`config.mk`:
```
export PLATFORM = sky130hd
export DESIGN_NAME = tfdm_cfg
export DESIGN_NICKNAME = d
export VERILOG_FILES = /design/src/hw/rtl/tfdm_pkg.sv /design/src/hw/rtl/tfdm_cfg.sv
export SDC_FILE = /design/constraint.sdc
export NUM_CORES = 1
export LEC_CHECK = 0
export ABC_AREA = 0
export BUFFER_PORTS_ARGS = -buffer_cell sky130_fd_sc_hd__buf_4
export CORE_ASPECT_RATIO = 1.5
export CORE_UTILIZATION = 34
export CTS_BUF_LIST = sky130_fd_sc_hd__clkbuf_8
export DETAILED_ROUTE_END_ITERATION = 10
export MAX_ROUTING_LAYER = met4
export PLACE_DENSITY = 0.64
export SYNTH_ARGS = -nofsm -noshare
export SYNTH_HDL_FRONTEND = slang
export SYNTH_SLANG_ARGS = --single-unit
```
`constraint.sdc`:
```
create_clock -name clk -period 1.1 [get_ports clk]
set_input_delay 0.055 -clock clk [delete_from_list [all_inputs] [get_ports clk]]
set_output_delay 0.055 -clock clk [all_outputs]
set_load 0.01 [all_outputs]
```
`src/hw/rtl/tfdm_pkg.sv`:
```
// Shared types and constants for the triple feedback delay mix.
// Holds the configuration word layout, register indexes, mix weights and the
// sequencer state type. Depends on nothing.
`default_nettype none

package tfdm_pkg;

  // Default sizing of the delay lines and the sample word.
  localparam int unsigned MAX_DELAY_DEF   = 65536;
  localparam int unsigned SAMPLE_BITS_DEF = 24;

  // Configuration port layout.
  localparam int unsigned CFG_IDX_W  = 3;
  localparam int unsigned CFG_DATA_W = 17;
  localparam int unsigned DELAY_W    = 16;
  localparam int unsigned WET_W      = 17;
  localparam int unsigned FB_W       = 16;

  // Register indexes.
  localparam logic [CFG_IDX_W-1:0] REG_DELAY_LEFT   = 3'd0;
  localparam logic [CFG_IDX_W-1:0] REG_DELAY_CENTRE = 3'd1;
  localparam logic [CFG_IDX_W-1:0] REG_DELAY_RIGHT  = 3'd2;
  localparam logic [CFG_IDX_W-1:0] REG_WET_GAIN     = 3'd3;
  localparam logic [CFG_IDX_W-1:0] REG_FB_GAIN      = 3'd4;

  // Register reset values.
  localparam logic [DELAY_W-1:0] RST_DELAY_LEFT   = 16'd14400;
  localparam logic [DELAY_W-1:0] RST_DELAY_CENTRE = 16'd38400;
  localparam logic [DELAY_W-1:0] RST_DELAY_RIGHT  = 16'd21600;
  localparam logic [WET_W-1:0]   RST_WET_GAIN     = 17'd0;
  localparam logic [FB_W-1:0]    RST_FB_GAIN      = 16'd0;

  // Pan weights in unsigned Q0.16: 0.85, 0.5 and 0.15.
  localparam logic [15:0] MIX_W_HI  = 16'd55706;
  localparam logic [15:0] MIX_W_MID = 16'd32768;
  localparam logic [15:0] MIX_W_LO  = 16'd9830;

  typedef struct packed {
    logic [DELAY_W-1:0] delay_left;
    logic [DELAY_W-1:0] delay_centre;
    logic [DELAY_W-1:0] delay_right;
    logic [WET_W-1:0]   wet_gain;
    logic [FB_W-1:0]    feedback_gain;
  } cfg_t;

  // Per-step controls from the sequencer to each delay line.
  typedef struct packed {
    logic rd_en;    // issue the tap read
    logic prod_en;  // capture tap times feedback gain
    logic wr_en;    // write the line entry
    logic clear;    // write zero instead of the feedback sum
  } line_ctl_t;

  typedef enum logic [1:0] {
    ST_CLEAR,
    ST_IDLE,
    ST_READ,
    ST_WRITE
  } state_t;

endpackage

`default_nettype wire

```
`src/hw/rtl/tfdm_cfg.sv`:
```
// Configuration register file of the triple feedback delay mix.
// Decodes register writes by index; writes to unknown indexes are dropped.
// Depends on tfdm_pkg.
`default_nettype none

module tfdm_cfg (
  input  wire logic                             clk,
  input  wire logic                             rst_n,
  input  wire logic                             wr_en,
  input  wire logic [tfdm_pkg::CFG_IDX_W-1:0]   wr_index,
  input  wire logic [tfdm_pkg::CFG_DATA_W-1:0]  wr_data,
  output tfdm_pkg::cfg_t                        cfg
);

  import tfdm_pkg::*;

  cfg_t cfg_r;

  always_ff @(posedge clk) begin
    if (!rst_n) begin
      cfg_r.delay_left    <= RST_DELAY_LEFT;
      cfg_r.delay_centre  <= RST_DELAY_CENTRE;
      cfg_r.delay_right   <= RST_DELAY_RIGHT;
      cfg_r.wet_gain      <= RST_WET_GAIN;
      cfg_r.feedback_gain <= RST_FB_GAIN;
    end else if (wr_en) begin
      unique case (wr_index)
        REG_DELAY_LEFT:   cfg_r.delay_left    <= wr_data[DELAY_W-1:0];
        REG_DELAY_CENTRE: cfg_r.delay_centre  <= wr_data[DELAY_W-1:0];
        REG_DELAY_RIGHT:  cfg_r.delay_right   <= wr_data[DELAY_W-1:0];
        REG_WET_GAIN:     cfg_r.wet_gain      <= wr_data[WET_W-1:0];
        REG_FB_GAIN:      cfg_r.feedback_gain <= wr_data[FB_W-1:0];
        default: begin
        end
      endcase
    end
  end

  assign cfg = cfg_r;

endmodule

`default_nettype wire

```
==> metrics, run 1 <==
TritonCTS clock tree=built; Avg Cell Area, Syn=10.3 um2; Mapped Cells=298; CP Class=reg2out; Clock Skew=0 ps; count of input and output buffers=103; DR WL/cell=14.6 um; full die area=9450 um2; CP bufs+invs=1; RD Place Congestion=0.776; Min-Delay Path Class=in2reg; DP Area=4070 um2; Req. time, crit path=1040 ps; FF+latch count, synth=81; htree depth=3; R2R Setup Slk=480 ps; pwr/cell area=1320 nW/um2; metal3 WL=293 um; CTS Buf Count=9; Max-Cap Viols=0; Worst path top cell family by delay=flip-flops; row count=42; final core occ=49.2%; status=finished, final reports clean; crit path time final=914 ps; DRC Markers=0; synth unique cells=13; Fin Hold WS=16.0 ps; top layer in use=met4; Boundary Pins=104; Worst EP arrival=860 ps; slowest cell delay on critical path=370 ps; RSZ-0062 raised after global routing=false; Area growth, synth to finish=41.1%; final-report setup violation count=0; DPL Wire Length=5600 um; Longest Clk Path Bufs=2; Worst slew margin=82.8%; met2 WL=3980 um; final instance area=4340 um2; Worst setup EP type=output port; Setup crit start kind=flop; Metal-1 WL=3290 um; fraction of layout cells with a size suffix above 1=32.4%; Synth Warn #=0; achievable frequency=1090 MHz; period utilisation layout=83.1%; Core Area=8830 um2; post-DR vias/cell=4.62; layout net count=436; TritonRoute pass-1 iters=4; DIE HEIGHT=119 um; Worst-Skew Late Latency=350 ps; Initial Util=34.9%; first-pass GRT wire length=12100 um; total gr overflow=0; final hold violations=0; worst slew pin tran=257 ps; LEAKAGE=2.14 nW; max FFs per register=81; WL final=7710 um; setup_tns=0 ps; number of global-route vias before repair=2392; worst-path fanout max=2; DRT iter0 DRCs=83; post-CTS setup buffer count=0; initial antenna violation count=0; clock sink count=81; root buffer cell=clkbuf_8; Overall Global Routing Usage=17.6%; Die Width=79.7 um; Mapped Area=3080 um2; CP Cell Sequence=buf_4; largest net degree at the start of global routing=47; Slew Limit Fails=0; Slowest cell on crit path=dfxtp_1; antenna-violating nets left=0; ant diodes=0; maximum VDD drop=0.785 mV; syn nets=321; vias post-DR=2436; share of the yosys chip area belonging to registers=52.7%; Clock Pin Slew Worst Setup and Hold Paths=80 ps
==> worst min-delay path, stage by stage <==
cell and delay, ps:
buf_4 90, nor2b_1 60, mux2i_1 120
==> worst paths after layout <==
path                         from              endpoint  depth (start not counted)
max          cfg[56]$_SDFFE_PN0P_               cfg[56]                          1
min                    wr_data[6]  cfg[39]$_SDFFE_PN1P_                          3
max reg2reg  cfg[77]$_SDFFE_PN1P_  cfg[77]$_SDFFE_PN1P_                          2
min reg2reg  cfg[16]$_SDFFE_PN0P_  cfg[16]$_SDFFE_PN0P_                          2
==> metal layers <==
layer  GRT usage, %  vias up
li1               -     1218
met1           20.1     1136
met2           28.8       71
met3           3.17       11
met4           8.86        0
met5              -        -
==> per-stage QoR <==
stage | std cells | setup WS [ps] | power [mW]
after detailed placement | 504 | -68.6 | 3.62
after global placement | 504 | -53.0 | 3.62
after global routing | 527 | 143 | 5.95
final | 527 | 186 | 5.72
after floorplan | 298 | 127 | 3.35
after CTS | 527 | 159 | 5.79
==> placed cells by master (no fill, tap or decap), types with 2 or more instances in the layout <==
cell type | netlist | routed
buf_4 | 4 | 112
nand2_1 | 85 | 85
mux2i_1 | 81 | 81
dfxtp_1 | 81 | 81
nor2b_1 | 22 | 22
clkbuf_8 | 0 | 11
dlygate4sd3_1 | 0 | 8
buf_12 | 0 | 6
and4bb_2 | 2 | 2
nand4bb_1 | 2 | 2
clkinv_2 | 0 | 2
==> synth_stat cells <==
cell | count | share of area, %
nor4b_1 | 1 | 0.28
buf_6 | 1 | 0.37
buf_4 | 4 | 0.98
buf_2 | 7 | 1.1
and4bb_2 | 2 | 0.81
or4b_1 | 1 | 0.33
nor2b_1 | 22 | 4.5
nand2_1 | 85 | 10
mux2i_1 | 81 | 26
dfxtp_1 | 81 | 53
nand4b_1 | 1 | 0.28
clkbuf_1 | 10 | 1.2
nand4bb_1 | 2 | 0.73
==> power by group <==
group          switching (mW)  internal [mW]
logic                   0.265          0.277
registers              0.0364           3.00
clock network            1.00           1.14
total                    1.30           4.42
==> cell type report <==
class,count,area [um2]
Fill cell,844,4480
Sequential cell,81,1620
Multi-Input combinational cell,195,1350
Timing Repair Buffer,126,1040
Clock buffer,11,151
Tap cell,110,138
Clock inverter,4,43.8
==> repair_timing <==
item                                   4_1_cts  5_1_grt
endpoints found under the hold margin       10        0
hold buffers                                 8        0
setup endpoints to repair                    0        0
resized for setup                            0        0
==> cell families (layout without fill, tap and decap cells) <==
family	after synthesis	in the layout	share of synthesized area (%)
buffers and inverters	22	141	3.70
flip-flops	81	81	52.7
multiplexers	81	81	26.3
AND/OR/NAND/NOR	114	114	17.3
(Power assumes the default switching activity.)
==> run 2, diff against run 1 <==
--- a/config.mk
+++ b/config.mk
@@ -5,14 +5,14 @@
 export SDC_FILE = /design/constraint.sdc
 export NUM_CORES = 1
 export LEC_CHECK = 0
-export ABC_AREA = 0
+export ABC_AREA = 1
 export BUFFER_PORTS_ARGS = -buffer_cell sky130_fd_sc_hd__buf_4
 export CORE_ASPECT_RATIO = 1.5
 export CORE_UTILIZATION = 34
 export CTS_BUF_LIST = sky130_fd_sc_hd__clkbuf_8
 export DETAILED_ROUTE_END_ITERATION = 10
 export MAX_ROUTING_LAYER = met4
-export PLACE_DENSITY = 0.64
+export PLACE_DENSITY = 0.65
 export SYNTH_ARGS = -nofsm -noshare
 export SYNTH_HDL_FRONTEND = slang
 export SYNTH_SLANG_ARGS = --single-unit
==> constraint.sdc (replaced) <==
create_clock -name clk -period 0.8 [get_ports clk]
set_input_delay 0.04 -clock clk [delete_from_list [all_inputs] [get_ports clk]]
set_output_delay 0.04 -clock clk [all_outputs]
set_load 0.01 [all_outputs]
==> metrics, run 2 <==
initial antenna violation count=0; Setup crit start kind=flop; syn nets=482; period utilisation layout=110%; RD Place Congestion=0.802; most common cell after layout, fill and taps aside=nor2_1; RSZ-0062 raised after global routing=true; full die area=9910 um2; Clock Power Share=38.0%; count leader, synth=nor2_1; final hold violations=0; Avg Cell Area, Syn=7.04 um2; Worst slew margin=71.0%; largest net degree at the start of global routing=44; Worst setup EP type=output port; TritonCTS clock tree=built; total gr overflow=0; fraction of layout cells with a size suffix above 1=39.1%; count of input and output buffers=103; Max-Cap Viols=0; final-report setup violation count=81; FF+latch count, synth=81; post-DR vias/cell=4.74; status=finished with violations; CP Cell Sequence=buf_6; Min-Delay Path Class=in2reg; Area growth, synth to finish=51.5%; non-filler instance count after layout=688; Sw Ratio=25.1%; hold path depth=5; DRT iter0 DRCs=250; ant diodes=0; Req. time, crit path=760 ps; share of the yosys chip area belonging to registers=50.2%; Synth top area share=50.2%; Initial Util=34.9%; Boundary Pins=104; Worst path top cell family by delay=flip-flops; htree depth=3; root buffer cell=clkbuf_8; DP Area=4120 um2; achievable frequency=1140 MHz; most frequent cells in the layout=nor2_1 (139), nand2_1 (102), nand3_1 (81), dfxtp_2 (81), buf_6 (81); DIE HEIGHT=121 um; commonest cells in the netlist=nor2_1 (139), nand2_1 (102), dfxtp_1 (81), nand3_1 (81), inv_1 (19); clock sink count=81; WL final=9770 um; Levels on crit path=1; reg2reg path depth=3; Longest Clk Path Bufs=2; Clock Skew=0 ps; row count=43; antenna-violating nets left=0; CTS Buf Count=9; max FFs per register=81; DRC Markers=0; Worst EP arrival=840 ps; maximum VDD drop=0.846 mV; fraction of synthesis flops using an asynchronous set or reset pin=0%; Comb pwr share=13.7%; Core Area=9250 um2; DPL Wire Length=6770 um; Placement Setup Slack=-203 ps; final core occ=52.9%; number of global-route vias before repair=2945; failing checks=setup timing; Synth Warn #=0; NetSw=2.24 mW; CP bufs+invs=1; ranking of synthesized cells by area=dfxtp_1 (50%), nor2_1 (16%), nand3_1 (13%), nand2_1 (12%), inv_1 (2.2%); TritonRoute pass-1 iters=4; crit path time final=881 ps; Worst-Skew Late Latency=360 ps; Slowest cell on crit path=dfxtp_2; Synth area leader=dfxtp_1; Fin Hold WS=101 ps; synth unique cells=13; FILL cells=878; Primary FF master, synth=dfxtp_1; final instance area=4890 um2; Seq pwr share=48.3%; Mapped Cells=459; Overall Global Routing Usage=21.2%; Die Width=81.6 um; Slew Limit Fails=0; worst-path fanout max=2; Post-synth EDFFs=0; CP Class=reg2out; Clock Pin Slew Worst Setup and Hold Paths=80 ps; Mapped Area=3230 um2; dpl cells=657; LEAKAGE=2.24 nW; first-pass GRT wire length=14900 um; layout net count=594; setup ws final=-81.0 ps; slowest cell delay on critical path=370 ps; pwr/cell area=1830 nW/um2; DR WL/cell=14.2 um; vias post-DR=3264; Int Power=6.70 mW; worst slew pin tran=435 ps
[run 2: routing by layer]
metal  wire length (um)  global-route usage (%)  up-vias
li1                   -                       -     1646
met1               3910                    24.4     1504
met2               5140                    35.2       93
met3                488                    3.98       21
met4                221                    9.10        0
met5                  0                       -        -
[run 2: what timing repair did]
item | in CTS | in global routing
pin swaps | 0 | 0
hold endpoints to repair | 14 | 0
hold buffers | 10 | 0
buffers inserted | 3 | 2
endpoints found under the setup margin | 81 | 83
gates cloned | 0 | 0
gates resized for setup | 162 | 1
[run 2: power by group through the flow]
stage	clock (mW)	combinational, mW	sequential (mW)
floorplan	0	0.530	4.40
global placement	0	1.08	4.35
detailed placement	0	1.09	4.36
CTS	3.45	1.22	4.31
global route	3.64	1.35	4.33
finish	3.40	1.23	4.31
[run 2: logic make-up after synthesis]
| family | synth area share (%) |
|---|---|
| simple gates | 42.8 |
| buf+inv | 7.01 |
| flops | 50.2 |
[run 2: worst min-delay path: cells and delay by family]
kind,cells,cell delay [ps]
buf+inv,2,180
simple gates,3,210
[run 2: area by class of cell]
| class | instances | area [um2] | area share (%) |
|---|---|---|---|
| Tap cell | 112 | 140 | 2.86 |
| Sequential cell | 81 | 1720 | 35.2 |
| Clock inverter | 5 | 77.6 | 1.58 |
| Inverter | 23 | 86.3 | 1.76 |
| Clock buffer | 11 | 151 | 3.09 |
| Multi-Input combinational cell | 329 | 1380 | 28.3 |
| Timing Repair Buffer | 127 | 1330 | 27.2 |
[run 2: worst paths after layout]
path,from,end,slack [ps]
worst max-delay path,cfg[31]$_SDFFE_PN0P_,cfg[31],-80
worst min-delay path,wr_data[13],cfg[29]$_SDFFE_PN0P_,100
worst max register to register,cfg[63]$_SDFFE_PN0P_,cfg[63]$_SDFFE_PN0P_,70
worst min register to register,cfg[78]$_SDFFE_PN1P_,cfg[78]$_SDFFE_PN1P_,480
[run 2: through the flow]
step	setup TNS (ps)	power, mW
final	-3970	8.93
after global routing	-6180	9.32
after global placement	-12030	5.43
after detailed placement	-14160	5.44
after CTS	-5180	8.98
after floorplan	0	4.93
==> run 3, diff against run 2 <==
--- a/config.mk
+++ b/config.mk
@@ -13,6 +13,7 @@
 export DETAILED_ROUTE_END_ITERATION = 10
 export MAX_ROUTING_LAYER = met4
 export PLACE_DENSITY = 0.65
+export SKIP_CTS_REPAIR_TIMING = 1
 export SYNTH_ARGS = -nofsm -noshare
 export SYNTH_HDL_FRONTEND = slang
 export SYNTH_SLANG_ARGS = --single-unit
==> constraint.sdc (replaced) <==
create_clock -name clk -period 0.8 [get_ports clk]
set_input_delay 0.16 -clock clk [delete_from_list [all_inputs] [get_ports clk]]
set_output_delay 0.16 -clock clk [all_outputs]
set_load 0.01 [all_outputs]
==> metrics, run 3 (synthesis gave the netlist of run 2 again) <==
status=finished with violations; failing checks=setup timing; CP Cell Sequence=buf_6; Clock Pin Slew Worst Setup and Hold Paths=80 ps; count of input and output buffers=103; final hold violations=0; layout net count=595; achievable frequency=1010 MHz; Area growth, synth to finish=53.7%; r2r endpoint=cfg[68]$_SDFFE_PN0P_; TritonCTS clock tree=built; Boundary Pins=104; fraction of layout cells with a size suffix above 1=41.0%; Comb pwr share=15.3%; Core Area=9250 um2; Max-Cap Viols=0; setup_tns=-13640 ps; post-DR vias/cell=4.66; max FFs per register=81; RSZ-0062 raised after global routing=true; final-report setup violation count=81; Slew Limit Fails=0; row count=43; ant diodes=0; largest net degree at the start of global routing=45; Levels on crit path=1; hold path depth=3; antenna-violating nets left=0; vias post-DR=3209; period utilisation layout=124%; hold endpoint=cfg[58]$_SDFFE_PN1P_; FILL cells=890; Worst path top cell family by delay=flip-flops; most common cell after layout, fill and taps aside=nor2_1; CTS Buf Count=9; Worst setup EP type=output port; DPL Wire Length=6780 um; worst slew pin tran=291 ps; Sw Ratio=26.3%; Min-Delay Path Class=in2reg; startpoint of the worst hold path=wr_data[9]; Setup crit start kind=flop; TritonRoute pass-1 iters=4; reg2reg path depth=3; Req. time, crit path=640 ps; root buffer cell=clkbuf_8; Reg-to-Reg Start=cfg[68]$_SDFFE_PN0P_; Worst EP arrival=830 ps; Initial Util=34.9%; NetSw=2.20 mW; Die Width=81.6 um; Int Power=6.17 mW; total chip power=8.37 mW; Overall Global Routing Usage=19.8%; pwr/cell area=1690 nW/um2; number of global-route vias before repair=2785; maximum VDD drop=0.807 mV; first-pass GRT wire length=13900 um; full die area=9910 um2; slowest cell delay on critical path=360 ps; R2R Setup Slk=110 ps; RD Place Congestion=0.780; Clock Skew=0 ps; LEAKAGE=2.28 nW; DRT iter0 DRCs=157; most frequent cells in the layout=nor2_1 (138), nand2_1 (101), nand3_1 (81), dfxtp_2 (81), buf_6 (81); DR WL/cell=13.8 um; Clock Power Share=33.2%; htree depth=3; crit path time final=994 ps; clock sink count=81; WL final=9470 um; CP bufs+invs=1; Worst slew margin=80.6%; CP Class=reg2out; Worst-Skew Late Latency=360 ps; initial antenna violation count=0; DRC Markers=0; Longest Clk Path Bufs=2; setup ws final=-194 ps; total gr overflow=0; DIE HEIGHT=121 um; Seq pwr share=51.5%; Slowest cell on crit path=dfxtp_2; worst-path fanout max=2
[run 3: changes by cell type in the layout (fill, tap and decap cells not counted), sizes merged]
cell	change
clkbuf	+1
bufinv	-2
buf	+10
clkinv	-1
inv	+1
dlygate4sd3	-9
[run 3: area by class of cell]
type	instances	area (um2)	area share, %
Clock inverter	3	16.3	0.327
Inverter	23	87.6	1.76
Multi-Input combinational cell	329	1390	28.1
Tap cell	112	140	2.82
Timing Repair Buffer	128	1440	29.0
Clock buffer	12	165	3.32
Sequential cell	81	1720	34.7
[run 3: layer usage]
layer	GRT usage [%]	wire length, um	vias to the layer above
li1	-	-	1648
met1	22.8	3740	1439
met2	32.6	4980	106
met3	3.83	542	16
met4	9.21	216	0
met5	-	0	-
[run 3: stage by stage]
stage	hold WS, ps	std cells	utilization, %	setup slack, ps	area [um2]
floorplan	273	459	-	-22.5	3270
global placement	371	668	46.9	-251	4340
detailed placement	383	668	46.9	-271	4340
CTS	-11.2	683	48.9	-258	4520
global route	14.1	688	53.7	-215	4970
finish	4.36	688	53.7	-194	4970
[run 3: worst max-delay path by stage]
stage	from	end	slack, ps
final	cfg[45]$_SDFFE_PN1P_	cfg[45]	-190
after detailed placement	wr_en	cfg[47]$_SDFFE_PN1P_	-270
after global routing	cfg[67]$_SDFFE_PN0P_	cfg[67]	-220
after floorplan	wr_en	cfg[49]$_SDFFE_PN0P_	-20
after CTS	cfg[72]$_SDFFE_PN0P_	cfg[72]	-260
after global placement	wr_en	cfg[27]$_SDFFE_PN0P_	-250
[run 3: power by group through the flow]
stage	registers [mW]	logic, mW	clock network (mW)
after floorplan	4.40	0.546	0
final	4.31	1.28	2.78
after detailed placement	4.35	1.19	0
after CTS	4.26	1.19	2.82
after global placement	4.35	1.18	0
after global routing	4.32	1.40	2.97
